## src/jsu_pkg.sv

```systemverilog
// Package for the JSON string unescaper: phase codes, state and result types,
// character constants and the small helper functions for hex and UTF-8.
// No dependencies.
`default_nettype none

package jsu_pkg;

  localparam int MAX_RES = 6;

  typedef enum logic [3:0] {
    PH_SEEK   = 4'd0,
    PH_STR    = 4'd1,
    PH_ESC    = 4'd2,
    PH_HEX    = 4'd3,
    PH_HI     = 4'd4,
    PH_HI_BS  = 4'd5,
    PH_LO_HEX = 4'd6
  } phase_t;

  typedef struct packed {
    phase_t      phase;
    logic [2:0]  digit_count;
    logic [15:0] code_value;
    logic        digits_stopped;
    logic [15:0] held_surrogate;
  } state_t;

  localparam state_t STATE_RESET = '{
    phase:          PH_SEEK,
    digit_count:    3'd0,
    code_value:     16'h0000,
    digits_stopped: 1'b0,
    held_surrogate: 16'h0000
  };

  // One result as it leaves the block, without the run_last mark.
  typedef struct packed {
    logic [7:0] data_byte;
    logic       byte_valid;
    logic       string_done;
    logic [1:0] end_status;
  } res_t;

  typedef struct packed {
    logic [3:0][7:0] bytes;
    logic [2:0]      len;
  } utf8_t;

  typedef struct packed {
    logic       ok;
    logic [3:0] val;
  } hex_t;

  // End status codes.
  localparam logic [1:0] ST_CLOSED     = 2'd0;
  localparam logic [1:0] ST_NOT_STRING = 2'd1;
  localparam logic [1:0] ST_UNTERM     = 2'd2;

  // Characters.
  localparam logic [7:0] CH_QUOTE = 8'h22;
  localparam logic [7:0] CH_BSL   = 8'h5C;
  localparam logic [7:0] CH_SPACE = 8'h20;
  localparam logic [7:0] CH_TAB   = 8'h09;
  localparam logic [7:0] CH_CR    = 8'h0D;
  localparam logic [7:0] CH_LF    = 8'h0A;
  localparam logic [7:0] CH_N     = 8'h6E;
  localparam logic [7:0] CH_T     = 8'h74;
  localparam logic [7:0] CH_R     = 8'h72;
  localparam logic [7:0] CH_U     = 8'h75;

  // Surrogate bounds and UTF-8 constants.
  localparam logic [15:0] SUR_HI_BASE = 16'hD800;
  localparam logic [15:0] SUR_LO_BASE = 16'hDC00;
  localparam logic [15:0] SUR_LO_END  = 16'hE000;
  localparam logic [20:0] CP_1BYTE    = 21'h00080;
  localparam logic [20:0] CP_2BYTE    = 21'h00800;
  localparam logic [20:0] CP_3BYTE    = 21'h10000;
  localparam logic [7:0]  LEAD2       = 8'hC0;
  localparam logic [7:0]  LEAD3       = 8'hE0;
  localparam logic [7:0]  LEAD4       = 8'hF0;
  localparam logic [7:0]  CONT        = 8'h80;

  function automatic hex_t hex_val(input logic [7:0] c);
    hex_t h;
    h.ok  = 1'b1;
    h.val = 4'd0;
    if (c >= 8'h30 && c <= 8'h39) begin
      h.val = 4'(c - 8'h30);
    end else if (c >= 8'h61 && c <= 8'h66) begin
      h.val = 4'(c - 8'h57);
    end else if (c >= 8'h41 && c <= 8'h46) begin
      h.val = 4'(c - 8'h37);
    end else begin
      h.ok = 1'b0;
    end
    return h;
  endfunction

  // Encodes a code point as UTF-8; byte 0 is sent first.
  function automatic utf8_t utf8_enc(input logic [20:0] cp);
    utf8_t e;
    e.bytes = '0;
    if (cp < CP_1BYTE) begin
      e.bytes[0] = cp[7:0];
      e.len      = 3'd1;
    end else if (cp < CP_2BYTE) begin
      e.bytes[0] = LEAD2 | {3'b000, cp[10:6]};
      e.bytes[1] = CONT | {2'b00, cp[5:0]};
      e.len      = 3'd2;
    end else if (cp < CP_3BYTE) begin
      e.bytes[0] = LEAD3 | {4'b0000, cp[15:12]};
      e.bytes[1] = CONT | {2'b00, cp[11:6]};
      e.bytes[2] = CONT | {2'b00, cp[5:0]};
      e.len      = 3'd3;
    end else begin
      e.bytes[0] = LEAD4 | {5'b00000, cp[20:18]};
      e.bytes[1] = CONT | {2'b00, cp[17:12]};
      e.bytes[2] = CONT | {2'b00, cp[11:6]};
      e.bytes[3] = CONT | {2'b00, cp[5:0]};
      e.len      = 3'd4;
    end
    return e;
  endfunction

  function automatic logic is_high_sur(input logic [15:0] v);
    return (v >= SUR_HI_BASE) && (v < SUR_LO_BASE);
  endfunction

endpackage

`default_nettype wire

```

## src/jsu_if.sv

```systemverilog
// Handshake channel interfaces for the JSON string unescaper: the text input
// channel and the decoded result channel. No dependencies.
`default_nettype none

interface jsu_in_if;
  logic       valid;
  logic       ready;
  logic [7:0] text_byte;
  logic       text_end;

  modport source (output valid, output text_byte, output text_end, input ready);
  modport sink (input valid, input text_byte, input text_end, output ready);
endinterface

interface jsu_out_if;
  logic       valid;
  logic       ready;
  logic [7:0] data_byte;
  logic       byte_valid;
  logic       string_done;
  logic [1:0] end_status;
  logic       run_last;

  modport source (output valid, output data_byte, output byte_valid, output string_done,
                  output end_status, output run_last, input ready);
  modport sink (input valid, input data_byte, input byte_valid, input string_done,
                input end_status, input run_last, output ready);
endinterface

`default_nettype wire

```

## src/jsu_decode.sv

```systemverilog
// Combinational step of the unescaper: from the current state and one text
// byte it forms the next state and the list of results. Uses jsu_pkg.
`default_nettype none

module jsu_decode
  import jsu_pkg::*;
(
  input  state_t               st,
  input  logic [7:0]           text_byte,
  input  logic                 text_end,
  output state_t               st_nxt,
  output res_t [MAX_RES-1:0]   res_list,
  output logic [2:0]           res_cnt
);

  // The results of one step are: the held surrogate (three bytes) if pre_en,
  // then the middle part (one raw byte or one encoded code point) if mid_en,
  // then the string end marker if done_en.
  logic        pre_en;
  logic        mid_en;
  logic        mid_raw;
  logic [7:0]  mid_byte;
  logic [20:0] mid_cp;
  logic        done_en;
  logic [1:0]  done_status;
  state_t      st_work;

  hex_t        hv;
  logic [15:0] hex_code;
  logic        hex_stop;
  logic [2:0]  hex_cnt;
  logic        hex_done;
  logic [7:0]  esc_byte;
  logic        is_ws;

  always_comb begin
    hv       = hex_val(text_byte);
    hex_code = (!st.digits_stopped && hv.ok) ? {st.code_value[11:0], hv.val} : st.code_value;
    hex_stop = st.digits_stopped | ~hv.ok;
    hex_cnt  = st.digit_count + 3'd1;
    hex_done = hex_cnt[2];
    is_ws    = (text_byte == CH_SPACE) || (text_byte == CH_TAB) ||
               (text_byte == CH_CR) || (text_byte == CH_LF);
    case (text_byte)
      CH_N:    esc_byte = CH_LF;
      CH_T:    esc_byte = CH_TAB;
      CH_R:    esc_byte = CH_CR;
      default: esc_byte = text_byte;
    endcase
  end

  always_comb begin
    pre_en      = 1'b0;
    mid_en      = 1'b0;
    mid_raw     = 1'b1;
    mid_byte    = text_byte;
    mid_cp      = '0;
    done_en     = 1'b0;
    done_status = ST_CLOSED;
    st_work     = st;

    case (st.phase)
      PH_STR: begin
        if (text_end) begin
          done_en     = 1'b1;
          done_status = ST_UNTERM;
        end else if (text_byte == CH_QUOTE) begin
          done_en = 1'b1;
        end else if (text_byte == CH_BSL) begin
          st_work.phase = PH_ESC;
        end else begin
          mid_en        = 1'b1;
          st_work.phase = PH_STR;
        end
      end
      PH_ESC: begin
        if (text_end) begin
          mid_en      = 1'b1;
          mid_byte    = CH_BSL;
          done_en     = 1'b1;
          done_status = ST_UNTERM;
        end else if (text_byte == CH_U) begin
          st_work.phase          = PH_HEX;
          st_work.digit_count    = 3'd0;
          st_work.code_value     = 16'h0000;
          st_work.digits_stopped = 1'b0;
        end else begin
          mid_en        = 1'b1;
          mid_byte      = esc_byte;
          st_work.phase = PH_STR;
        end
      end
      PH_HEX: begin
        if (text_end) begin
          done_en     = 1'b1;
          done_status = ST_UNTERM;
        end else begin
          st_work.code_value     = hex_code;
          st_work.digits_stopped = hex_stop;
          st_work.digit_count    = hex_cnt;
          if (hex_done) begin
            if (is_high_sur(hex_code)) begin
              st_work.held_surrogate = hex_code;
              st_work.phase          = PH_HI;
            end else begin
              mid_en        = 1'b1;
              mid_raw       = 1'b0;
              mid_cp        = {5'b00000, hex_code};
              st_work.phase = PH_STR;
            end
          end
        end
      end
      PH_HI: begin
        if (text_end) begin
          pre_en      = 1'b1;
          done_en     = 1'b1;
          done_status = ST_UNTERM;
        end else if (text_byte == CH_BSL) begin
          st_work.phase = PH_HI_BS;
        end else begin
          pre_en = 1'b1;
          if (text_byte == CH_QUOTE) begin
            done_en = 1'b1;
          end else begin
            mid_en        = 1'b1;
            st_work.phase = PH_STR;
          end
        end
      end
      PH_HI_BS: begin
        if (text_end) begin
          pre_en      = 1'b1;
          mid_en      = 1'b1;
          mid_byte    = CH_BSL;
          done_en     = 1'b1;
          done_status = ST_UNTERM;
        end else if (text_byte == CH_U) begin
          st_work.phase          = PH_LO_HEX;
          st_work.digit_count    = 3'd0;
          st_work.code_value     = 16'h0000;
          st_work.digits_stopped = 1'b0;
        end else begin
          pre_en        = 1'b1;
          mid_en        = 1'b1;
          mid_byte      = esc_byte;
          st_work.phase = PH_STR;
        end
      end
      PH_LO_HEX: begin
        if (text_end) begin
          pre_en      = 1'b1;
          done_en     = 1'b1;
          done_status = ST_UNTERM;
        end else begin
          st_work.code_value     = hex_code;
          st_work.digits_stopped = hex_stop;
          st_work.digit_count    = hex_cnt;
          if (hex_done) begin
            if (!hex_stop && hex_code >= SUR_LO_BASE && hex_code < SUR_LO_END) begin
              // Valid pair: 0x10000 plus the two ten-bit halves side by side.
              mid_en        = 1'b1;
              mid_raw       = 1'b0;
              mid_cp        = CP_3BYTE + {1'b0, st.held_surrogate[9:0], hex_code[9:0]};
              st_work.phase = PH_STR;
            end else begin
              pre_en = 1'b1;
              if (is_high_sur(hex_code)) begin
                st_work.held_surrogate = hex_code;
                st_work.phase          = PH_HI;
              end else begin
                mid_en        = 1'b1;
                mid_raw       = 1'b0;
                mid_cp        = {5'b00000, hex_code};
                st_work.phase = PH_STR;
              end
            end
          end
        end
      end
      default: begin
        if (text_end) begin
          done_en     = 1'b1;
          done_status = ST_NOT_STRING;
        end else if (is_ws) begin
          st_work.phase = PH_SEEK;
        end else if (text_byte == CH_QUOTE) begin
          st_work.phase = PH_STR;
        end else begin
          done_en     = 1'b1;
          done_status = ST_NOT_STRING;
        end
      end
    endcase

    st_nxt = done_en ? STATE_RESET : st_work;
  end

  // Lay out the three parts over the result slots.
  utf8_t      enc_pre;
  utf8_t      enc_mid;
  logic [2:0] pre_n;
  logic [2:0] mid_n;
  logic [2:0] mid_idx;
  logic [2:0] slot;

  always_comb begin
    enc_pre = utf8_enc({5'b00000, st.held_surrogate});
    enc_mid = utf8_enc(mid_cp);
    pre_n   = pre_en ? 3'd3 : 3'd0;
    mid_n   = !mid_en ? 3'd0 : (mid_raw ? 3'd1 : enc_mid.len);
    res_cnt = pre_n + mid_n + {2'b00, done_en};
    for (int k = 0; k < MAX_RES; k++) begin
      slot        = 3'(k);
      mid_idx     = slot - pre_n;
      res_list[k] = '0;
      if (slot < pre_n) begin
        res_list[k].data_byte  = enc_pre.bytes[slot[1:0]];
        res_list[k].byte_valid = 1'b1;
      end else if (slot < pre_n + mid_n) begin
        res_list[k].data_byte  = mid_raw ? mid_byte : enc_mid.bytes[mid_idx[1:0]];
        res_list[k].byte_valid = 1'b1;
      end else if (done_en && slot == pre_n + mid_n) begin
        res_list[k].string_done = 1'b1;
        res_list[k].end_status  = done_status;
      end
    end
  end

endmodule

`default_nettype wire

```

## src/jsu_outbuf.sv

```systemverilog
// Result register of the unescaper: holds the results of one text byte and
// hands them out one request at a time. Uses jsu_pkg and jsu_out_if.
`default_nettype none

module jsu_outbuf
  import jsu_pkg::*;
(
  input  logic               clk,
  input  logic               rst_n,
  input  logic               load,
  input  res_t [MAX_RES-1:0] res_list,
  input  logic [2:0]         res_cnt,
  output logic               free,
  jsu_out_if.source          out_chan
);

  res_t [MAX_RES-1:0] list_r;
  logic [2:0]         cnt_r;
  logic [2:0]         idx_r;
  logic [2:0]         idx_nxt;
  logic               busy_r;
  logic               busy_nxt;
  logic               take;
  logic               last;

  assign last = (idx_r == 3'(cnt_r - 3'd1));
  assign take = busy_r && out_chan.ready;
  // A new list may come in while the last waiting result is taken.
  assign free = !busy_r || (take && last);

  always_comb begin
    busy_nxt = busy_r;
    idx_nxt  = idx_r;
    if (take) begin
      idx_nxt = idx_r + 3'd1;
      if (last) begin
        busy_nxt = 1'b0;
      end
    end
    if (load) begin
      busy_nxt = (res_cnt != 3'd0);
      idx_nxt  = 3'd0;
    end
  end

  always_ff @(posedge clk) begin
    if (!rst_n) begin
      busy_r <= 1'b0;
      idx_r  <= 3'd0;
      cnt_r  <= 3'd0;
    end else begin
      busy_r <= busy_nxt;
      idx_r  <= idx_nxt;
      if (load) begin
        cnt_r <= res_cnt;
      end
    end
  end

  always_ff @(posedge clk) begin
    if (load) begin
      list_r <= res_list;
    end
  end

  assign out_chan.valid       = busy_r;
  assign out_chan.data_byte   = list_r[idx_r].data_byte;
  assign out_chan.byte_valid  = list_r[idx_r].byte_valid;
  assign out_chan.string_done = list_r[idx_r].string_done;
  assign out_chan.end_status  = list_r[idx_r].end_status;
  assign out_chan.run_last    = last;

endmodule

`default_nettype wire

```

## src/json_string_unescape_utf8.sv

```systemverilog
// Top level of the JSON string unescaper: input register, decode state and
// the result register. Uses jsu_pkg, jsu_if, jsu_decode and jsu_outbuf.
`default_nettype none

// The block reads JSON text one byte per request and returns the decoded
// string bytes as UTF-8, one result per request, with a closing marker for
// each string that tells whether it was closed by a quote, was not a string
// at all, or ran into the end of the text. Each text byte is caught in an
// input register, decoded in a single combinational step against the parser
// state, and its results (zero to six of them) are loaded into the result
// register together. A text byte that yields zero or one result does not hold
// up the next byte, so plain text streams at one byte per clock while the
// result side is ready; a byte that yields n results holds the decode stage
// until all n are taken, since the result port passes one result per cycle
// while it is ready. The input stays ready while results wait, as long as the
// input register can move on, and a stall on the result side only backs up
// through these two registers. A high surrogate from a \u escape is kept in
// the state until the following text shows whether it pairs; the results for
// it therefore come with the byte that settles it.
module json_string_unescape_utf8
  import jsu_pkg::*;
(
  input  logic      clk,
  input  logic      rst_n,
  jsu_in_if.sink    in_chan,
  jsu_out_if.source out_chan
);

  // Input register.
  logic       in_valid_r;
  logic [7:0] in_byte_r;
  logic       in_end_r;
  logic       adv;
  logic       buf_free;

  // Parser state.
  state_t     st_r;
  state_t     st_nxt;

  res_t [MAX_RES-1:0] res_list;
  logic [2:0]         res_cnt;

  // The held byte moves on when the result register can take its results.
  assign adv           = in_valid_r && buf_free;
  assign in_chan.ready = !in_valid_r || adv;

  always_ff @(posedge clk) begin
    if (!rst_n) begin
      in_valid_r <= 1'b0;
    end else if (in_chan.ready) begin
      in_valid_r <= in_chan.valid;
    end
  end

  always_ff @(posedge clk) begin
    if (in_chan.ready && in_chan.valid) begin
      in_byte_r <= in_chan.text_byte;
      in_end_r  <= in_chan.text_end;
    end
  end

  always_ff @(posedge clk) begin
    if (!rst_n) begin
      st_r <= STATE_RESET;
    end else if (adv) begin
      st_r <= st_nxt;
    end
  end

  jsu_decode u_decode (
    .st        (st_r),
    .text_byte (in_byte_r),
    .text_end  (in_end_r),
    .st_nxt    (st_nxt),
    .res_list  (res_list),
    .res_cnt   (res_cnt)
  );

  jsu_outbuf u_outbuf (
    .clk      (clk),
    .rst_n    (rst_n),
    .load     (adv),
    .res_list (res_list),
    .res_cnt  (res_cnt),
    .free     (buf_free),
    .out_chan (out_chan)
  );

  // A held text byte that cannot move on stays in place.
  a_hold_input: assert property (@(posedge clk) disable iff (!rst_n)
    (in_valid_r && !adv) |=> (in_valid_r && $stable(in_byte_r) && $stable(in_end_r)))
    else $error("input register lost a waiting text byte");

  // The string end marker never carries a byte.
  a_done_no_byte: assert property (@(posedge clk) disable iff (!rst_n)
    (out_chan.valid && out_chan.string_done) |-> !out_chan.byte_valid)
    else $error("string end result also carries a byte");

  // Parser state moves only when a byte is decoded.
  a_state_stable: assert property (@(posedge clk) disable iff (!rst_n)
    !adv |=> $stable(st_r))
    else $error("parser state changed without a decoded byte");

  // Reset leaves no result pending and the parser seeking a string.
  a_reset_clean: assert property (@(posedge clk)
    !rst_n |=> (!out_chan.valid && st_r.phase == PH_SEEK))
    else $error("results or state left over after reset");

endmodule

`default_nettype wire
```

## src/flat_wrapper.sv

```systemverilog
// flat-port wrapper written by rule: the top's interface ports become plain ports
module json_string_unescape_utf8_flat import jsu_pkg::*;
  (clk, rst_n, in_chan_valid, in_chan_text_byte, in_chan_text_end, in_chan_ready, out_chan_valid, out_chan_data_byte, out_chan_byte_valid, out_chan_string_done, out_chan_end_status, out_chan_run_last, out_chan_ready);
  jsu_in_if in_chan_i ();
  jsu_out_if out_chan_i ();
  input  logic clk;
  input  logic rst_n;
  input wire logic [$bits(in_chan_i.valid)-1:0] in_chan_valid;
  input wire logic [$bits(in_chan_i.text_byte)-1:0] in_chan_text_byte;
  input wire logic [$bits(in_chan_i.text_end)-1:0] in_chan_text_end;
  output wire logic [$bits(in_chan_i.ready)-1:0] in_chan_ready;
  output wire logic [$bits(out_chan_i.valid)-1:0] out_chan_valid;
  output wire logic [$bits(out_chan_i.data_byte)-1:0] out_chan_data_byte;
  output wire logic [$bits(out_chan_i.byte_valid)-1:0] out_chan_byte_valid;
  output wire logic [$bits(out_chan_i.string_done)-1:0] out_chan_string_done;
  output wire logic [$bits(out_chan_i.end_status)-1:0] out_chan_end_status;
  output wire logic [$bits(out_chan_i.run_last)-1:0] out_chan_run_last;
  input wire logic [$bits(out_chan_i.ready)-1:0] out_chan_ready;
  assign in_chan_i.valid = in_chan_valid;
  assign in_chan_i.text_byte = in_chan_text_byte;
  assign in_chan_i.text_end = in_chan_text_end;
  assign in_chan_ready = in_chan_i.ready;
  assign out_chan_valid = out_chan_i.valid;
  assign out_chan_data_byte = out_chan_i.data_byte;
  assign out_chan_byte_valid = out_chan_i.byte_valid;
  assign out_chan_string_done = out_chan_i.string_done;
  assign out_chan_end_status = out_chan_i.end_status;
  assign out_chan_run_last = out_chan_i.run_last;
  assign out_chan_i.ready = out_chan_ready;
  json_string_unescape_utf8 u_core (.clk(clk), .rst_n(rst_n), .in_chan(in_chan_i), .out_chan(out_chan_i));
endmodule
```

## config.mk

```make
export PLATFORM = sky130hd
export DESIGN_NAME = json_string_unescape_utf8_flat
export DESIGN_NICKNAME = d
export VERILOG_FILES = /design/src/jsu_pkg.sv /design/src/jsu_if.sv /design/src/jsu_decode.sv /design/src/jsu_outbuf.sv /design/src/json_string_unescape_utf8.sv /design/src/flat_wrapper.sv
export SDC_FILE = /design/constraint.sdc
export NUM_CORES = 1
export LEC_CHECK = 0
export ABC_AREA = 0
export ABC_CLOCK_PERIOD_IN_PS = 5900
export BUFFER_PORTS_ARGS = -buffer_cell sky130_fd_sc_hd__buf_2
export CAP_MARGIN = 20
export CORE_AREA = 10 10 176 178
export CTS_BUF_LIST = sky130_fd_sc_hd__clkbuf_4 sky130_fd_sc_hd__clkbuf_8
export DETAILED_ROUTE_END_ITERATION = 10
export DIE_AREA = 0 0 186 188
export HOLD_SLACK_MARGIN = 0.15
export PLACE_DENSITY_LB_ADDON = 0.3
export SYNTH_ARGS = -nofsm -noshare
export SYNTH_HDL_FRONTEND = slang
export SYNTH_SLANG_ARGS = --single-unit
```

## constraint.sdc

```tcl
create_clock -name clk -period 5.9 [get_ports clk]
set_input_delay 0.295 -clock clk [delete_from_list [all_inputs] [get_ports clk]]
set_output_delay 0.295 -clock clk [all_outputs]
set_load 0.01 [all_outputs]
```

### Word level (Yosys, flattened, before mapping)

Index checks and enable logic that the tools add are counted.

* divide/modulo/power cells: 0
* shift operators: 0
* equality and inequality tests: 32
* mux-type cells: 140
* multipliers: 0
* reductions and logical operators: 53
* add/sub/neg operators: 15
* magnitude comparators: 34
* bitwise gates (word level): 9

Operator list (number)
* $mux W16: 9
* $mux W8: 17
* $mux W40: 3
* $mux W9: 12
* $bmux W8 S2: 6
* $mux W24: 4
* $pmux W20 S4: 1
* $mux W21: 3
* $mux W4: 14
* $pmux W21 S2: 1
* $eq A8 B7 Y1 const B: 5
* $mux W1: 40
* $bmux W12 S3: 1
* $ge A16 B16 Y1 const B: 2
* $lt A16 B16 Y1 const B: 2
* $pmux W16 S2: 1
* $mux W3: 10
* $mux W25: 1
* $eq A8 B4 Y1 const B: 3
* $ne A3 B3 Y1 const B: 8
* $pmux W4 S6: 1
* $pmux W8 S3: 1
* $mux W11: 2
* $add A17 B20 Y21 const A: 1
* other kinds (60): 135

* register bits: 129
* input bits: 13
* word-level logic and storage cells: 318
* latch bits: 0
* memories kept: 0
* ROM bits: 0
* memory bits (writable): 0

### Longest topological paths before layout

Gate-level depths: netlist of the first run.

* depth in word-level cells: 25
* mapped depth: 19
* gate-level depth less buffers: 18

### By module

A second synthesis of the first run with hierarchy kept.

* cells, all modules: 1029
* area total of the unflattened synthesis: 9017.4 um2

By module, submodules not included
* jsu_decode: area each 3901.2 um2, times used 1, cells each 666
* jsu_outbuf: area each 3105.5 um2, times used 1, cells each 165
* json_string_unescape_utf8: area each 2010.7 um2, times used 1, cells each 198

### Worst setup path after synthesis of the first run

Ideal clock, no wire load.

* path type: register -> register
* start: register u_core.in_byte_r[0]
* end: register u_core.u_outbuf.list_r[10] (netlist name) (data pin)
* path slack: 1.187 ns
* data arrival time: 4.442 ns
* clock period less this slack: 4.713 ns
* setup time: 0.271 ns
* cell stages (with the launch flop): 19
* buffers on the path: 1
* cells stage by stage: edfxtp_1 -> inv_1 -> ha_1 -> or3b_1 -> o311a_2 -> o21ai_2 -> mux2_2 -> a22oi_4 -> nor2_1 -> a311oi_1 -> ha_1 -> inv_1 -> fa_1 -> xnor2_2 -> inv_2 -> or3_1 -> clkbuf_1 -> o31ai_1 -> a21oi_1

RTL lines
* start: declaration: line json_string_unescape_utf8.sv:31 `logic [7:0] in_byte_r;`
* start signal: assignment: line json_string_unescape_utf8.sv:57 `in_byte_r <= in_chan.text_byte;`
* end signal: assignment: line jsu_outbuf.sv:62 `list_r <= res_list;`
* end: declaration: line jsu_outbuf.sv:17 `res_t [MAX_RES-1:0] list_r;`

==> flow_summary_export.csv, run 1 <==
group,metric,value,unit
clock_tree,h-tree-depth,4,
sta,setup_violations,0,
clock_tree,clk_path_buf_depth,2,
layout,nNetsFinal,929,
placement,dp_slack,699.8,ps
sta,drv_slew,0,
min_path,hold_depth,2,
routing,post-route-drc-count,0,
layout,area_growth,11.68,%
routing,route.met3.wl,1663,um
routing,drt-total-wl,24910,um
die,dieArea,0.03497,mm2
routing,wl_per_cell,19.72,um
grt,gr-total-overflow,0,
power_and_ir_drop,peakVddDrop,0.1043,mV
worst_setup_path,timing.critical_path.buf_inv,6,
layout,post_route_cells_drive_above_1_share,13.30,%
power_and_ir_drop,total_power,1.899,mW
placement,place.gp.congestion,0.9490,
synth,synth.avg_cell_area,9.147,um2
worst_setup_path,cp_top_family,"compound AO/OA/AOI/OAI gates",
power_and_ir_drop,power_density,209.4,mW/mm2
min_path,holdPathEnd,"u_core.st_r[12]",
sta,setup_slack,668.5,ps
routing,drt-met1-wl,11670,um
clock_tree,root_buffer,"clkbuf_8",
synth,mappedNetlistArea,0.008123,mm2
sta,fin_crit_sh,88.67,%
synth,yosysTopAreaCell,"edfxtp_1",
die,dieHeight,188,um
synth,synth_area_leaders,"edfxtp_1, dfxtp_1, nand2_1",
die,die_w,186,um
worst_setup_path,critPathMostFrequentCell,"buf_4",
synth,yosysMostFrequentCell,"nand2_1",
worst_setup_path,startpoint,"u_core.in_byte_r[0]",
worst_setup_path,critPathCaptureType,"register",
sta,worst_pin_slew,1029,ps
placement,dpl.hpwl,18290,um
synth,synth_edf_count,81,
worst_setup_path,slowest_delay,520,ps
sta,finalHoldViolCount,0,
synth,synth_seq_area_share,41.53,%
grt,antenna_found_initial,0,
sta,finalCriticalPeriod,5231,ps
routing,viasPerCell,5.537,
run_status,outcome,"completed",
worst_setup_path,path_cells,"inv_1, ha_1, or3b_1, o311a_2, o21ai_2, buf_4, o2111ai_1, nand4_2, buf_4, nor2_1, a311oi_1, ha_1, inv_1, fa_1, xnor2_2, buf_4, inv_2, o21ai_1, o21ai_0",
sta,slew_headroom,30.80,%
layout,fin_cells,1263,
power_and_ir_drop,power_leakage,3.072,nW
synth,synth_top_area_share,29.94,%
routing,vias,6993,
worst_setup_path,cp_slowest_cell,"edfxtp_1",
worst_setup_path,worst-endpoint-arrival,5410,ps
worst_setup_path,r2r_start,"u_core.in_byte_r[0]",
clock_tree,clock_sinks,128,
routing,first_iter_violations,904,
layout,fill_cells,2885,
worst_setup_path,cp.required,6070,ps
synth,async_flop_share,0,%
die,pin_count,28,
die,placement_rows,61,
sta,skew,21.72,ps
min_path,worstHoldStart,"rst_n",
worst_setup_path,reg2reg_slack,670,ps
clock_tree,cts_tree,"done",
die,core,0.02748,mm2
grt,grt_pass1_vias,6802,
worst_setup_path,crit_type,"register to register",
synth,yosys_register_bits,128,
routing,ant_nets,0,
clock_tree,clkTransAtPathRegs,90,ps
synth,synth_ff_type,"edfxtp_1",
grt,globalRouteTotalUtil,14.39,%
placement,dp.cells,1220,
synth,ys_warn_count,0,
routing,highest_layer,"met4",
worst_setup_path,rr_endpoint,"u_core.u_outbuf.list_r[11]",
sta,rsz0062_at_grt,"no",
grt,grt_start_max_net_pins,46,
placement,numPortBuffers,27,
clock_tree,cts_made_buffers,17,
die,start_util,29.56,%
sta,clock.fmax,191.2,MHz
grt,grt_pass1_wl,39670,um
worst_setup_path,critPathMaxFanout,17,
sta,setup-tns-final,0,ps
worst_setup_path,rr_worst_depth,19,
routing,firstDrtPassIters,5,
synth,netlist_top_cells_count,"nand2_1, nor2_1, edfxtp_1, a21oi_1, dfxtp_1",
synth,synth_fp_nets,913,
routing,dr_wl_met2,11070,um
worst_setup_path,timing.critical_path.from_type,"register",
synth,syn_inst,888,
job,maxCapViolations,0,
clock_tree,clock_latency,460,ps
min_path,hold_class,"input port to register",
layout,antenna_cells,0,
synth,ys_types,93,
timing repair:
item,CTS,global route
gates resized for setup,0,0
endpoints found under the hold margin,11,0
buffers inserted,0,0
endpoints found under the setup margin,0,0
hold buffers,11,0
layout by cell type, fill, tap and decap left out, drive strengths merged, types with 7 or more instances in the layout:
master and n:
a21oi 60, nor4 7, and2 22, nand4 8
buf 44, nor3 27, nor2b 34, dlygate4sd3 11
mux2i 28, a22oi 19, edfxtp 81, o22ai 35
a31oi 7, o21ai 48, nand3 25, a211oi 11
clkbuf 20, nand2b 8, ha 11, nor2 85
and3 8, dfxtp 47, inv 41, nand2 87
mux4 12
final cells by class:
class                      instances  area (um2)  area share, %
clock buffer                      20       256.5          2.828
clock inverter                    12       133.9          1.476
inverter                          39       146.4          1.614
multi-input combinational        663        4354          48.00
sequential                       128        3374          37.20
tap                              346       432.9          4.772
timing repair buffer              55       372.9          4.110
cells by family (layout without fill, tap and decap cells):
group                    count (synthesis)  in the layout  share of synthesized area (%)
AO/OA/AOI/OAI                          255            255                          21.53
XOR/XNOR                                12             12                          1.571
adder cells (fa/ha/maj)                 13             13                          2.064
buffers and inverters                   97            126                          4.883
flip-flops                             128            128                          41.53
multiplexers                            43             43                          7.240
AND/OR/NAND/NOR                        340            340                          21.18
flip-flops by register name, summed over array words and instances, names as in the netlist:
register / count
u_core.in_byte_r: 8
u_core.u_outbuf.cnt_r: 3
u_core.in_valid_r: 1
u_core.in_end_r: 1
u_core.u_outbuf.idx_r: 3
u_core.st_r: 39
u_core.u_outbuf.list_r: 72
u_core.u_outbuf.out_chan.valid: 1
how the worst max path moves through the flow:
stage / end / slack (ps) / cells past startpoint
2_1_floorplan: u_core.u_outbuf.list_r[10] / 1190 / 18
3_3_place_gp: u_core.u_outbuf.list_r[9] / 820 / 18
3_5_place_dp: u_core.u_outbuf.list_r[11] / 700 / 17
4_1_cts: u_core.u_outbuf.list_r[11] / 680 / 17
5_1_grt: u_core.u_outbuf.list_r[11] / 290 / 19
6_report: u_core.u_outbuf.list_r[11] / 670 / 19
per-layer routing:
layer	vias up	track usage (%)
met2	243	21.33
met5	-	0
met1	3387	20.11
li1	3331	-
met4	0	4.404
met3	32	3.402
power by group:
| part | internal [mW] | switching, mW |
|---|---|---|
| sequential | 0.976 | 0.0206 |
| combinational | 0.0555 | 0.0814 |
| clock | 0.392 | 0.374 |
metrics by stage:
stage	util, %	hold WS [ps]	instance area [um2]
floorplan	-	393.9	8123
global placement	31.19	460.5	8571
detailed placement	31.19	464.8	8571
CTS	33.01	440.1	9071
global route	33.01	474.9	9071
finish	33.01	439.4	9071
(Power assumes the default switching activity.)
==> inputs of run 2 (changes only) <==
--- a/config.mk
+++ b/config.mk
@@ -6,7 +6,7 @@
 export NUM_CORES = 1
 export LEC_CHECK = 0
 export ABC_AREA = 0
-export ABC_CLOCK_PERIOD_IN_PS = 5900
+export ABC_CLOCK_PERIOD_IN_PS = 4500
 export BUFFER_PORTS_ARGS = -buffer_cell sky130_fd_sc_hd__buf_2
 export CAP_MARGIN = 20
 export CORE_AREA = 10 10 176 178
==> constraint.sdc (replaced) <==
create_clock -name clk -period 4.5 [get_ports clk]
set_input_delay 0.225 -clock clk [delete_from_list [all_inputs] [get_ports clk]]
set_output_delay 0.225 -clock clk [all_outputs]
set_load 0.01 [all_outputs]
==> flow_summary_export.csv, run 2 (synthesis gave the netlist of run 1 again) <==
group,metric,value,unit
routing,post-route-drc-count,0,
layout,final_common_cell,"nand2_1",
power_and_ir_drop,power_density,271.3,mW/mm2
routing,drt-total-wl,25310,um
worst_setup_path,critPathCaptureType,"register",
sta,finalHoldViolCount,0,
worst_setup_path,rr_endpoint,"u_core.u_outbuf.list_r[10]",
routing,viasPerCell,5.392,
job,maxCapViolations,0,
sta,rsz0062_at_grt,"yes",
grt,grt_start_max_net_pins,50,
sta,slew_headroom,29.14,%
die,start_util,29.56,%
sta,hold_slack,360.4,ps
layout,final_util,34.36,%
layout,fill_cells,2813,
placement,dpl.hpwl,18950,um
grt,globalRouteTotalUtil,14.57,%
min_path,hold_class,"input port to register",
die,dieArea,0.03497,mm2
clock_tree,clk_path_buf_depth,2,
worst_setup_path,critPathMaxFanout,7,
routing,first_iter_violations,552,
layout,final_cell_mix,"nand2_1, nor2_1, edfxtp_1",
routing,vias,7010,
routing,firstDrtPassIters,5,
sta,fin_crit_sh,95.04,%
placement,numPortBuffers,27,
worst_setup_path,timing.critical_path.from_type,"register",
layout,antenna_cells,0,
clock_tree,root_buffer,"clkbuf_8",
clock_tree,clock_sinks,128,
sta,clock.fmax,233.8,MHz
sta,setup-tns-final,0,ps
layout,post_route_cells_drive_above_1_share,17.19,%
layout,largest_register,"u_core.u_outbuf.list_r",
grt,antenna_found_initial,0,
clock_tree,cts_made_buffers,17,
worst_setup_path,cp.required,4710,ps
sta,worst_pin_slew,1053,ps
worst_setup_path,worst-endpoint-arrival,4480,ps
min_path,hold_depth,2,
placement,place.gp.congestion,0.9494,
die,pin_count,28,
die,core,0.02748,mm2
sta,finalCriticalPeriod,4277,ps
worst_setup_path,crit_type,"register to register",
min_path,holdPathEnd,"u_core.u_outbuf.out_chan.valid",
grt,grt_pass1_vias,6906,
run_status,outcome,"completed",
grt,gr-total-overflow,0,
die,dieHeight,188,um
sta,drv_slew,0,
worst_setup_path,reg2reg_slack,220,ps
power_and_ir_drop,power_leakage,3.269,nW
worst_setup_path,r2r_start,"u_core.in_byte_r[0]",
clock_tree,clock_latency,460,ps
routing,wl_per_cell,19.47,um
clock_tree,h-tree-depth,4,
min_path,worstHoldStart,"rst_n",
die,die_w,186,um
power_and_ir_drop,peakVddDrop,0.1547,mV
layout,register_area,0.003374,mm2
worst_setup_path,rr_worst_depth,16,
layout,area_growth,16.22,%
layout,nNetsFinal,966,
sta,skew,15.96,ps
sta,setup_violations,0,
grt,grt_pass1_wl,39920,um
clock_tree,cts_tree,"done",
clock_tree,clkTransAtPathRegs,80,ps
die,placement_rows,61,
layout,largest_reg_flops,72,
routing,ant_nets,0,
layout,reg_top3,"u_core.u_outbuf.list_r (72), u_core.st_r (39), u_core.in_byte_r (8)",
layout,multi_input_area,0.004404,mm2
[run 2: cell count changes in the layout (fill, tap and decap cells not counted), moves of 2 or more]
cell,before,now
clkinv_1,1,3
clkinv_2,3,0
buf_4,17,52
clkinvlp_4,2,4
[run 2: metal layers]
| layer | global-route usage (%) | part of all wire, % | up-vias |
|---|---|---|---|
| li1 | - | - | 3413 |
| met1 | 18.95 | 45 | 3329 |
| met2 | 22.51 | 46 | 215 |
| met3 | 3.132 | 5.3 | 53 |
| met4 | 6.700 | 3.4 | 0 |
| met5 | 0 | 0 | - |
[run 2: through the flow]
stage / instances / setup slack (ps) / area (um2) / power [mW]
floorplan: 888 / 7.509 / 8137 / 1.447
global placement: 1256 / 186.0 / 8866 / 1.516
detailed placement: 1256 / 98.22 / 8866 / 1.517
CTS: 1299 / 78.46 / 9388 / 2.579
global route: 1300 / 1.288 / 9440 / 2.646
finish: 1300 / 223.3 / 9440 / 2.561
[run 2: area by class of cell]
class | instances | share of cell area (%)
clock buffers | 19 | 2.638
clock inverters | 13 | 1.723
inverters | 39 | 1.551
multi-input cells | 663 | 46.65
flip-flops and latches | 128 | 35.75
well taps | 346 | 4.586
repair buffers | 92 | 7.104
[run 2: what timing repair did]
action / 4_1_cts / 5_1_grt
buffers inserted: 0 / 1
hold buffers: 11 / 0
resized for setup: 0 / 10
endpoints found under the hold margin: 13 / 0
endpoints found under the setup margin: 0 / 48
[run 2: worst max-delay path, cell delays in order, from the launching register on]
cell	delay (ps)
edfxtp_1	390
inv_1	100
ha_1	250
and2_1	210
o311a_2	420
o21ai_4	210
mux2_4	360
a22oi_4	200
nor2_1	90
a311oi_2	260
ha_1	190
inv_1	50
fa_2	610
nand2b_1	150
or3_4	390
o31ai_1	90
a21oi_1	60
[run 2: worst max-delay path by stage]
stage,start,to,depth (start not counted)
after floorplan,u_core.in_byte_r[0],u_core.u_outbuf.list_r[10],18
after CTS,u_core.in_byte_r[1],u_core.u_outbuf.list_r[17],18
after detailed placement,u_core.in_byte_r[1],u_core.u_outbuf.list_r[10],17
after global placement,u_core.in_byte_r[0],u_core.u_outbuf.list_r[10],17
final,u_core.in_byte_r[0],u_core.u_outbuf.list_r[10],16
after global routing,u_core.in_byte_r[0],u_core.u_outbuf.list_r[56],14
[run 2: power by group]
part | switching [mW] | leakage (nW) | internal [mW] | total, mW
combinational | 0.121 | 1.92 | 0.0826 | 0.204
clock | 0.503 | 0.195 | 0.560 | 1.06
sequential | 0.0145 | 1.16 | 1.28 | 1.29
total | 0.639 | 3.27 | 1.92 | 2.56
